[src/hdl/s256_pkg.sv]
// s256_pkg: shared constants, round table and helper functions for the
// SHA-256 stream hasher. No dependencies.
package s256_pkg;

  localparam int unsigned BlockBytes = 64;
  localparam int unsigned PadOffset  = 56;
  localparam int unsigned Rounds     = 64;
  localparam logic [7:0]  PadByte    = 8'h80;

  typedef logic [31:0] word_t;

  function automatic word_t iv_word(input logic [2:0] idx);
    word_t r;
    case (idx)
      3'd0: r = 32'h6A09E667;
      3'd1: r = 32'hBB67AE85;
      3'd2: r = 32'h3C6EF372;
      3'd3: r = 32'hA54FF53A;
      3'd4: r = 32'h510E527F;
      3'd5: r = 32'h9B05688C;
      3'd6: r = 32'h1F83D9AB;
      default: r = 32'h5BE0CD19;
    endcase
    return r;
  endfunction

  localparam word_t RoundK [64] = '{
    32'h428A2F98, 32'h71374491, 32'hB5C0FBCF, 32'hE9B5DBA5,
    32'h3956C25B, 32'h59F111F1, 32'h923F82A4, 32'hAB1C5ED5,
    32'hD807AA98, 32'h12835B01, 32'h243185BE, 32'h550C7DC3,
    32'h72BE5D74, 32'h80DEB1FE, 32'h9BDC06A7, 32'hC19BF174,
    32'hE49B69C1, 32'hEFBE4786, 32'h0FC19DC6, 32'h240CA1CC,
    32'h2DE92C6F, 32'h4A7484AA, 32'h5CB0A9DC, 32'h76F988DA,
    32'h983E5152, 32'hA831C66D, 32'hB00327C8, 32'hBF597FC7,
    32'hC6E00BF3, 32'hD5A79147, 32'h06CA6351, 32'h14292967,
    32'h27B70A85, 32'h2E1B2138, 32'h4D2C6DFC, 32'h53380D13,
    32'h650A7354, 32'h766A0ABB, 32'h81C2C92E, 32'h92722C85,
    32'hA2BFE8A1, 32'hA81A664B, 32'hC24B8B70, 32'hC76C51A3,
    32'hD192E819, 32'hD6990624, 32'hF40E3585, 32'h106AA070,
    32'h19A4C116, 32'h1E376C08, 32'h2748774C, 32'h34B0BCB5,
    32'h391C0CB3, 32'h4ED8AA4A, 32'h5B9CCA4F, 32'h682E6FF3,
    32'h748F82EE, 32'h78A5636F, 32'h84C87814, 32'h8CC70208,
    32'h90BEFFFA, 32'hA4506CEB, 32'hBEF9A3F7, 32'hC67178F2
  };

  function automatic word_t rotr(input word_t x, input int unsigned n);
    return (x >> n) | (x << (32 - n));
  endfunction

endpackage

[src/hdl/s256_round.sv]
// s256_round: one SHA-256 compression round per cycle while step is high, shared
// over all 64 rounds, with the rolling 16-word message schedule. Depends on s256_pkg.
module s256_round import s256_pkg::*; (
  input  logic        clk,
  input  logic        load,      // start a block: copy chain into working vars
  input  logic        step,      // run one round
  input  logic [5:0]  rnd,
  input  word_t       chain [8],
  input  word_t       blk_word,  // schedule word for rounds 0..15
  output word_t       vars [8]
);

  word_t v_r [8];
  word_t w_r [16];
  word_t w, s0, s1, t1, t2, x15, x2;

  // build schedule word and round sums
  always_comb begin
    x15 = w_r[rnd[3:0] - 4'd15];
    x2  = w_r[rnd[3:0] - 4'd2];
    s0  = rotr(x15, 7) ^ rotr(x15, 18) ^ (x15 >> 3);
    s1  = rotr(x2, 17) ^ rotr(x2, 19) ^ (x2 >> 10);
    w   = (rnd < 6'd16) ? blk_word
          : w_r[rnd[3:0]] + s0 + w_r[rnd[3:0] - 4'd7] + s1;
    t1  = v_r[7] + (rotr(v_r[4], 6) ^ rotr(v_r[4], 11) ^ rotr(v_r[4], 25))
          + ((v_r[4] & v_r[5]) ^ (~v_r[4] & v_r[6])) + RoundK[rnd] + w;
    t2  = (rotr(v_r[0], 2) ^ rotr(v_r[0], 13) ^ rotr(v_r[0], 22))
          + ((v_r[0] & v_r[1]) ^ (v_r[0] & v_r[2]) ^ (v_r[1] & v_r[2]));
  end

  // advance working vars and schedule window
  always_ff @(posedge clk) begin
    if (load) begin
      for (int i = 0; i < 8; i++) v_r[i] <= chain[i];
    end else if (step) begin
      w_r[rnd[3:0]] <= w;
      v_r[7] <= v_r[6];
      v_r[6] <= v_r[5];
      v_r[5] <= v_r[4];
      v_r[4] <= v_r[3] + t1;
      v_r[3] <= v_r[2];
      v_r[2] <= v_r[1];
      v_r[1] <= v_r[0];
      v_r[0] <= t1 + t2;
    end
  end

  assign vars = v_r;

endmodule

[src/hdl/sha256_stream_hasher.sv]
// sha256_stream_hasher: top level, byte intake, padding sequencer and
// digest output. Depends on s256_pkg and s256_round.
//
// Takes at most one message byte per request (none when in_has_data is low);
// every 64th byte (and each padding block) runs all 64 rounds of the shared
// round unit and then a fold into the chain, during which in_ready is low.
// The final request then pads (byte by byte for the marker, the zero fill
// and the length), compresses once or twice, and delivers eight digest
// words, one per accepted out request, before taking the next message.
module sha256_stream_hasher import s256_pkg::*; (
  input  logic        clk,
  input  logic        rst_n,
  input  logic        in_valid,
  output logic        in_ready,
  input  logic [7:0]  in_data_byte,
  input  logic        in_has_data,
  input  logic        in_last_byte,
  output logic        out_valid,
  input  logic        out_ready,
  output logic [31:0] out_digest_word,
  output logic [2:0]  out_word_index,
  output logic        out_last_word
);

  localparam logic [2:0] StIdle = 3'd0, StRound = 3'd1, StFold = 3'd2,
                         StPad = 3'd3, StOut = 3'd4;

  logic [2:0]  st_r;
  logic [5:0]  fill_r;
  logic [63:0] bits_r;
  logic [5:0]  rnd_r;
  logic        fin_r;     // padding in progress
  logic        lenblk_r;  // current block is the length block
  logic        mark_r;    // marker byte already placed
  logic [2:0]  oidx_r;
  word_t       buf_r [16];
  word_t       h_r [8];
  word_t       vars [8];
  word_t       blk_word;
  logic        load, step;
  logic        acc;
  logic        blk_full;
  logic [5:0]  nfill;
  logic [7:0]  pad_byte;

  assign acc      = in_valid && in_ready;
  assign in_ready = (st_r == StIdle);
  assign blk_full = in_has_data && (fill_r == 6'd63);
  assign nfill    = in_has_data ? fill_r + 6'd1 : fill_r;
  assign blk_word = buf_r[rnd_r[3:0]];
  assign load = (st_r == StIdle && acc && blk_full)
             || (st_r == StPad && fill_r == 6'd63);
  assign step = (st_r == StRound);

  // pick the padding byte: marker, zero, or big-endian length
  assign pad_byte = !mark_r ? PadByte
                  : (lenblk_r && fill_r >= 6'(PadOffset)) ? bits_r[{~fill_r[2:0], 3'b111} -: 8]
                  : 8'h00;

  s256_round u_round (
    .clk(clk), .load(load), .step(step), .rnd(rnd_r),
    .chain(h_r), .blk_word(blk_word), .vars(vars)
  );

  // sequencer
  always_ff @(posedge clk) begin
    if (!rst_n) begin
      st_r <= StIdle; fill_r <= '0; bits_r <= '0; rnd_r <= '0;
      fin_r <= 1'b0; lenblk_r <= 1'b0; mark_r <= 1'b0; oidx_r <= '0;
      for (int i = 0; i < 8; i++) h_r[i] <= iv_word(3'(i));
    end else begin
      case (st_r)
        StIdle: if (acc) begin
          if (in_has_data) begin
            buf_r[fill_r[5:2]][{~fill_r[1:0], 3'b111} -: 8] <= in_data_byte;
            bits_r <= bits_r + 64'd8;
          end
          fill_r <= nfill;
          fin_r <= in_last_byte;
          mark_r <= 1'b0;
          lenblk_r <= !blk_full && (nfill < 6'(PadOffset));
          rnd_r <= '0;
          if (blk_full) st_r <= StRound;
          else if (in_last_byte) st_r <= StPad;
        end
        StRound: begin
          rnd_r <= rnd_r + 6'd1;
          if (rnd_r == 6'(Rounds - 1)) st_r <= StFold;
        end
        StFold: begin
          for (int i = 0; i < 8; i++) h_r[i] <= h_r[i] + vars[i];
          rnd_r <= '0;
          if (!fin_r) st_r <= StIdle;
          else if (lenblk_r) begin st_r <= StOut; oidx_r <= '0; end
          else begin
            // length did not fit: build the length block next
            fill_r <= 6'd0;
            lenblk_r <= 1'b1;
            st_r <= StPad;
          end
        end
        StPad: begin
          // marker first, then zero fill, then length bytes at the tail
          buf_r[fill_r[5:2]][{~fill_r[1:0], 3'b111} -: 8] <= pad_byte;
          mark_r <= 1'b1;
          fill_r <= fill_r + 6'd1;
          if (fill_r == 6'd63) begin st_r <= StRound; rnd_r <= '0; end
        end
        StOut: if (out_ready) begin
          oidx_r <= oidx_r + 3'd1;
          if (oidx_r == 3'd7) begin
            st_r <= StIdle; fill_r <= '0; bits_r <= '0; fin_r <= 1'b0;
            for (int i = 0; i < 8; i++) h_r[i] <= iv_word(3'(i));
          end
        end
        default: st_r <= StIdle;
      endcase
    end
  end

  assign out_valid       = (st_r == StOut);
  assign out_digest_word = h_r[oidx_r];
  assign out_word_index  = oidx_r;
  assign out_last_word   = (oidx_r == 3'd7);

  // check sequencer invariants
  a_ready_idle: assert property (@(posedge clk) disable iff (!rst_n)
    in_ready |-> !out_valid) else $error("ready while emitting");
  a_round_end: assert property (@(posedge clk) disable iff (!rst_n)
    (st_r == StRound && rnd_r == 6'd63) |=> st_r == StFold)
    else $error("round count slip");
  a_out_adv: assert property (@(posedge clk) disable iff (!rst_n)
    (out_valid && out_ready && !out_last_word)
    |=> out_word_index == $past(out_word_index) + 3'd1)
    else $error("word index slip");

endmodule
[config.mk]
export PLATFORM = sky130hd
export DESIGN_NAME = sha256_stream_hasher
export DESIGN_NICKNAME = d
export VERILOG_FILES = /design/src/hdl/s256_pkg.sv /design/src/hdl/s256_round.sv /design/src/hdl/sha256_stream_hasher.sv
export SDC_FILE = /design/constraint.sdc
export NUM_CORES = 2
export LEC_CHECK = 0
export BUFFER_PORTS_ARGS = -buffer_cell sky130_fd_sc_hd__buf_4
export CAP_MARGIN = 10
export CORE_ASPECT_RATIO = 1.75
export CORE_UTILIZATION = 55
export CTS_CLUSTER_SIZE = 28
export DETAILED_ROUTE_END_ITERATION = 7
export GPL_ROUTABILITY_DRIVEN = 0
export PLACE_DENSITY = 0.67
export SYNTH_ARGS = -nofsm -noshare
export SYNTH_HDL_FRONTEND = slang
export SYNTH_HIERARCHICAL = 1
export SYNTH_SLANG_ARGS = --single-unit
[constraint.sdc]
create_clock -name clk -period 42.2 [get_ports clk]
set_input_delay 0 -clock clk [delete_from_list [all_inputs] [get_ports clk]]
set_output_delay 0 -clock clk [all_outputs]
set_load 0.03 [all_outputs]
# Yosys cells after proc, flatten, opt, wreduce, memory -nomap -nowiden
# Memory sizes are Yosys's and may differ from the RTL's. A register that Yosys moved wholly into a read port is not among the register bits.
# Cells that the tools add are included.
[totals]
regBits = 597
ramBits = 1024
mem_count = 3
mem_bits_ro = 2048
wordCells = 266
out_inout_bits = 38
[memory_table]
columns = ["name", "depth", "word_bits", "read_ports", "rd_ports_with_merged_regs", "write_ports", "line", "rtl"]
rows = [
  ["(name not given)", 64, 32, 1, 0, 0, "s256_round.sv:26", "+ ((v_r[4] & v_r[5]) ^ (~v_r[4] & v_r[6])) + RoundK[rnd] + w;"],
  ["buf_r", 16, 32, 1, 1, 1, "sha256_stream_hasher.sv:36", "word_t buf_r [16];"],
  ["u_round.w_r", 16, 32, 4, 1, 1, "s256_round.sv:14", "word_t w_r [16];"],
]
[classes]
muxes = 98
n_lt_le_gt_ge = 5
eq_ne = 17
shift = 4
n_bitwise = 63
n_reduce_logical = 26
add_sub_neg = 26
[op_table]
columns = ["op", "count"]
rows = [
  ["256-bit 2-to-1 mux", 4],
  ["32-bit adder", 18],
  ["256-bit one-hot mux with 2 select lines", 1],
  ["32-bit bitwise XOR", 9],
  ["64-bit 2-to-1 mux", 4],
  ["32-bit 2-to-1 mux", 7],
  ["32-bit AND", 5],
  ["64-bit one-hot mux with 2 select lines", 1],
  ["32-bit binary-select mux with 3-bit select", 1],
  ["8-bit by 7-bit indexed part select with 39-bit output", 2],
  ["71-bit by 7-bit indexed part select with 8-bit output", 1],
  ["64-bit by 4-bit adder with 64-bit output, second input constant", 1],
  ["6-bit 2-to-1 mux", 8],
  ["6-bit one-hot mux with 4 select lines", 2],
  ["1-bit 2-to-1 mux", 47],
  ["8-bit by 7-bit variable shift with 39-bit output, first input constant", 1],
  ["3-bit 2-to-1 mux", 12],
  ["32-bit inverter", 1],
  ["1-bit OR", 32],
  ["10-bit by 32-bit OR with 32-bit output", 1],
  ["13-bit by 32-bit OR with 32-bit output", 1],
  ["14-bit by 32-bit OR with 32-bit output", 1],
  ["15-bit by 32-bit OR with 32-bit output", 1],
  ["19-bit by 32-bit OR with 32-bit output", 1],
  ["other kinds (45)", 77],
]

# Longest topological paths before layout
# An unclocked memory read counts as a cell.
[depth]
word_depth = 13
mapped_depth = 55
depth_no_buf = 48

# Cells and area by module
# Netlist, hierarchy kept.
[by_module_without_submodules]
columns = ["mod", "cells_per_inst", "instances", "seq_area_each_um2", "area_each_um2"]
rows = [
  ["s256_round", 4127, 1, 23062.1, 55091.6],
  ["sha256_stream_hasher", 4022, 1, 22221.3, 46098.0],
]

# Worst setup path before layout
# OpenSTA, ideal clock, no wires.
[synth_timing]
path_type = "flip-flop to flip-flop"
from = "reg rnd_r[1]"
to = "reg u_round.v_r, in the netlist u_round/vars[255] (data pin)"
setup_time_ns = 0.270
t_required_ns = 41.930
arrival_time_ns = 13.813
path_stages_with_launch = 53
path_slack_ns = 28.116
synth_period_minus_slack_ns = 14.084
path_cell_list = "dfxtp_1 > clkbuf_1 > inv_1 > clkbuf_1 > clkbuf_1 > ha_1 > buf_2 > buf_2 > buf_1 > buf_1 > clkbuf_1 > mux4_2 > mux4_2 > xnor2_1 > xnor2_1 > fa_1 > inv_1 > fa_1 > [17 not listed] > nand2b_1 > a21oi_1 > nor2_1 > nand2_1 > o21ai_0 > a31o_2 > o221ai_1 > o21ai_0 > o311ai_0 > fa_1 > ha_1 > nand2_1 > nor2_1 > a21oi_1 > a31oi_1 > xnor2_1 > xnor2_1 > o21ai_0"
[synth_via]
elab_chain_len = 13
elab_cells_between_ends = 26
classes_between = "add/sub: 9; order compare: 1; mux: 5; bitwise: 9; memory: 2"
[synth_lines]
columns = ["element", "line", "rtl"]
rows = [
  ["from (decl)", "sha256_stream_hasher.sv:31", "logic [5:0] rnd_r;"],
  ["from (signal assigned)", "sha256_stream_hasher.sv:87", "rnd_r <= rnd_r + 6'd1;"],
  ["4-bit subtractor", "s256_round.sv:19", "x15 = w_r[rnd[3:0] - 4'd15];"],
  ["memory 16 x 32 bit", "-", ""],
  ["25-bit by 32-bit OR with 32-bit output or 14-bit by 32-bit OR with 32-bit output (tied branches)", "s256_pkg.sv:47", "return (x >> n) | (x << (32 - n));"],
  ["32-bit bitwise XOR", "s256_round.sv:21", "s0 = rotr(x15, 7) ^ rotr(x15, 18) ^ (x15 >> 3);"],
  ["32-bit by 29-bit bitwise XOR with 32-bit output", "s256_round.sv:21", ""],
  ["32-bit adder (3 in a row)", "s256_round.sv:24", ": w_r[rnd[3:0]] + s0 + w_r[rnd[3:0] - 4'd7] + s1;"],
  ["32-bit 2-to-1 mux (*)", "s256_round.sv:23", "w = (rnd < 6'd16) ? blk_word"],
  ["net u_round.w[11]", "s256_round.sv:15", "word_t w, s0, s1, t1, t2, x15, x2;"],
  ["32-bit adder (*)", "s256_round.sv:26", ""],
  ["32-bit adder (*)", "s256_round.sv:44", "v_r[0] <= t1 + t2;"],
  ["256-bit 2-to-1 mux (*)", "s256_round.sv:35", "end else if (step) begin"],
  ["256-bit 2-to-1 mux (*)", "s256_round.sv:33", "if (load) begin"],
  ["to (decl)", "s256_round.sv:13", "word_t v_r [8];"],
]
# Mark *: on every way through the listed nets, which the timed path passes. The rest lies on a longest branch. The select of a mux whose other input is x is not followed.
# A chain may end at the register's enable or synchronous reset.

# Worst setup path in the final report
[layout_timing]
from = "reg rnd_r[0]"
to = "reg u_round.v_r, in the netlist u_round/vars[255] (data pin)"
# Same word-level chain as after synthesis.

==> flow_summary_export.csv <==
group,metric,value,unit
clocking,cts_root_buf,"clkbuf_16",
setup_path,crit_path_max_fanout,59,
global_routing,track_usage,35.7,%
synthesis,ys_types,95,
outcome,violations,"design-rule violations",
synthesis,ys_seq_elements,1622,
sta,hold_slack,0.113,ns
synthesis,synth_top_flop_cell,"edfxtp_1",
die,die_x,326,um
setup_path,arrival,17.28,ns
clocking,clkLatencyLatePin,0.85,ns
setup_path,r2r_start,"rnd_r[0]$_SDFFE_PN0P_",
setup_path,crit_family,"compound AO/OA/AOI/OAI gates",
synthesis,syn-cell-area,101000,um^2
synthesis,synthCells,8149,
routing,vias_per_cell,6.85,
final_layout,final_cells,10590,
routing,drtIter0Drc,7389,
clocking,clock-sinks,1622,
setup_path,crit_type,"flop to flop",
setup_path,slowest_delay,0.90,ns
setup_path,cp.buffers_inverters,8,
die,rows,207,
synthesis,ys_warn_count,6,
die,die_h,569,um
sta,hold_viol,0,
synthesis,synth_most_common_cell,"edfxtp_1",
synthesis,synth.area.top_cells,"edfxtp_1 (38%), mux4_2 (15%), dfxtp_1 (6.8%)",
routing,vias,72575,
sta,worstMarginPinSlew,1.30,ns
clocking,clk_path_buf_depth,4,
final_layout,drive_gt1_share,17.9,%
clocking,cts_buffers,159,
clocking,htreeDepth,4,
outcome,status,"complete, but fails checks",
placement,port_buffers,51,
routing,drt_pass1_iterations,8,
setup_path,cp.required,42.72,ns
synthesis,synth_top_area_share,38.0,%
synthesis,synth_fp_nets,8775,
global_routing,overflow,0,
sta,rsz0062_at_grt,"false",
synthesis,synth_area_per_cell,12.4,um^2
final_layout,nets,8691,
sta,fin_worst_skew,0.0602,ns
setup_path,crit_end,"u_round/vars[255]$_DFFE_PP_",
global_routing,first_global_vias,73993,
placement,dpl.hpwl,237000,um
setup_path,cp_slowest_cell,"buf_4",
global_routing,grt_max_degree,98,
final_layout,final_util,60.2,%
routing,routed_wl,333000,um
worst_hold_path,hold_path.class,"input port to flop",
sta,period_share,39.7,%
setup_path,cp-start-kind,"flop",
sta,period_minus_slack,16.75,ns
clocking,post-cts-setup-buffer-count,0,
sta,fmax,59.7,MHz
setup_path,r2r_setup_slack,25.45,ns
synthesis,synth_common_cells,"edfxtp_1 (1280), mux4_2 (661), nor2_1 (562), a21oi_1 (531), nand2_1 (509)",
routing,routedWlPerCell,31.4,um
clocking,cts_tree,"done",
clocking,clkTransAtPathRegs,0.07,ns
job,drv_cap,0,
synthesis,synth_edf_count,1280,
setup_path,cp.depth,42,
global_routing,grt_pass1_wl,485000,um
die,coreArea,182000,um^2
placement,place_inst,10283,
clocking,cts_resized,0,
setup_path,cp_common_cell,"fa_1",
sta,tns,0,ns
global_routing,antenna_found_initial,8,
synthesis,synth_seq_area_share,44.8,%
routing,route.detailed.drc,14,
setup_path,crit_path_end_kind,"flop",
die,start_util,55.5,%
setup_path,ff2ff_path_depth,42,
routing,final_antenna_net_count,0,
die,die_area,186000,um^2
sta,setup_violations,0,
setup_path,worstReg2RegEnd,"u_round/vars[255]$_DFFE_PP_",
synthesis,yosysTopAreaCell,"edfxtp_1",
sta,slew_headroom,12.5,%
sta,report.final.slew_viol_count,0,
setup_path,cp-startpoint,"rnd_r[0]$_SDFFE_PN0P_",
synthesis,synthArstFlopShare,0,%
die,ios,52,
final_layout,areaGrowthSynthToFinish,8.39,%
[cells in the final DEF, fill, tap and decap left out, types with 245 or more instances in the layout]
| cell type | count |
|---|---|
| edfxtp_1 | 1280 |
| nand2_1 | 503 |
| ha_1 | 411 |
| o21ai_0 | 361 |
| a21oi_1 | 522 |
| dfxtp_1 | 329 |
| xnor2_1 | 427 |
| nor2_1 | 542 |
| mux2_2 | 245 |
| inv_1 | 328 |
| mux4_2 | 661 |
[layout make-up]
class	instances	area, um^2
fillers	14435	72700
multi-input cells	5725	53100
flip-flops and latches	1622	45300
clock buffers	200	4400
well taps	2403	3010
repair buffers	225	1760
inverters	332	1250
clock inverters	80	831
diodes	3	7.51
[repair_timing]
| item | CTS | global route |
|---|---|---|
| setup endpoints to repair | 0 | 0 |
| hold endpoints to repair | 546 | 0 |
| hold buffers | 15 | 0 |
[per-layer routing]
layer	vias to the layer above	track usage (%)	share of wire [%]
li1	30904	-	-
met2	3978	60.8	49
met4	14	32.9	11
met1	36239	37.1	31
met3	1440	6.75	8.0
met5	-	0.340	0.045
[state kept, by name, indices dropped and copies added (netlist names), 3 cells and up, named ones only]
| name | flops |
|---|---|
| buf_r | 512 |
| u_round/w_r | 512 |
| h_r | 256 |
| u_round/vars | 256 |
| bits_r | 61 |
| fill_r | 6 |
| rnd_r | 6 |
| out_word_index | 3 |
| st_r | 3 |
[worst register-to-register path: cells and delay by family (launching register included)]
kind / cells / cell delay (ns)
adder cells (fa/ha/maj): 10 / 4.53
AND/OR/NAND/NOR: 3 / 0.30
multiplexers: 2 / 1.26
AO/OA/AOI/OAI: 14 / 5.26
XOR/XNOR: 5 / 0.79
buffers and inverters: 8 / 3.71
flip-flops: 1 / 0.60
[worst min-delay path by stage]
stage / from / endpoint / slack (ns) / depth (start not counted)
after detailed placement: in_last_byte / fin_r$_SDFFE_PN0P_ / 0.31 / 3
after CTS: rst_n / h_r[21]$_SDFFE_PN1P_ / 0.08 / 3
after global placement: in_last_byte / fin_r$_SDFFE_PN0P_ / 0.28 / 3
final: rst_n / h_r[21]$_SDFFE_PN1P_ / 0.11 / 3
after global routing: rst_n / h_r[21]$_SDFFE_PN1P_ / 0.11 / 3
after floorplan: in_last_byte / fin_r$_SDFFE_PN0P_ / 0.17 / 2
[cell families after synthesis]
logic type | count (synthesis) | synth area share (%)
AND/OR/NAND/NOR | 1662 | 7.44
AO/OA/AOI/OAI | 1706 | 10.6
flip-flops | 1622 | 44.8
multiplexers | 1092 | 19.4
buffers and inverters | 802 | 3.05
XOR/XNOR | 624 | 5.44
adder cells (fa/ha/maj) | 641 | 9.32
[per-stage QoR]
| stage | cell area, um^2 | setup slack, ns |
|---|---|---|
| 2_1_floorplan | 101000 | 28.12 |
| 3_5_place_dp | 104000 | 25.63 |
| 3_3_place_gp | 104000 | 25.84 |
| 4_1_cts | 110000 | 25.55 |
| 5_1_grt | 110000 | 24.59 |
| 6_report | 110000 | 25.45 |
Power is not shown: default switching activity piles up to over one toggle a cycle in this logic, so the estimate is an artifact.
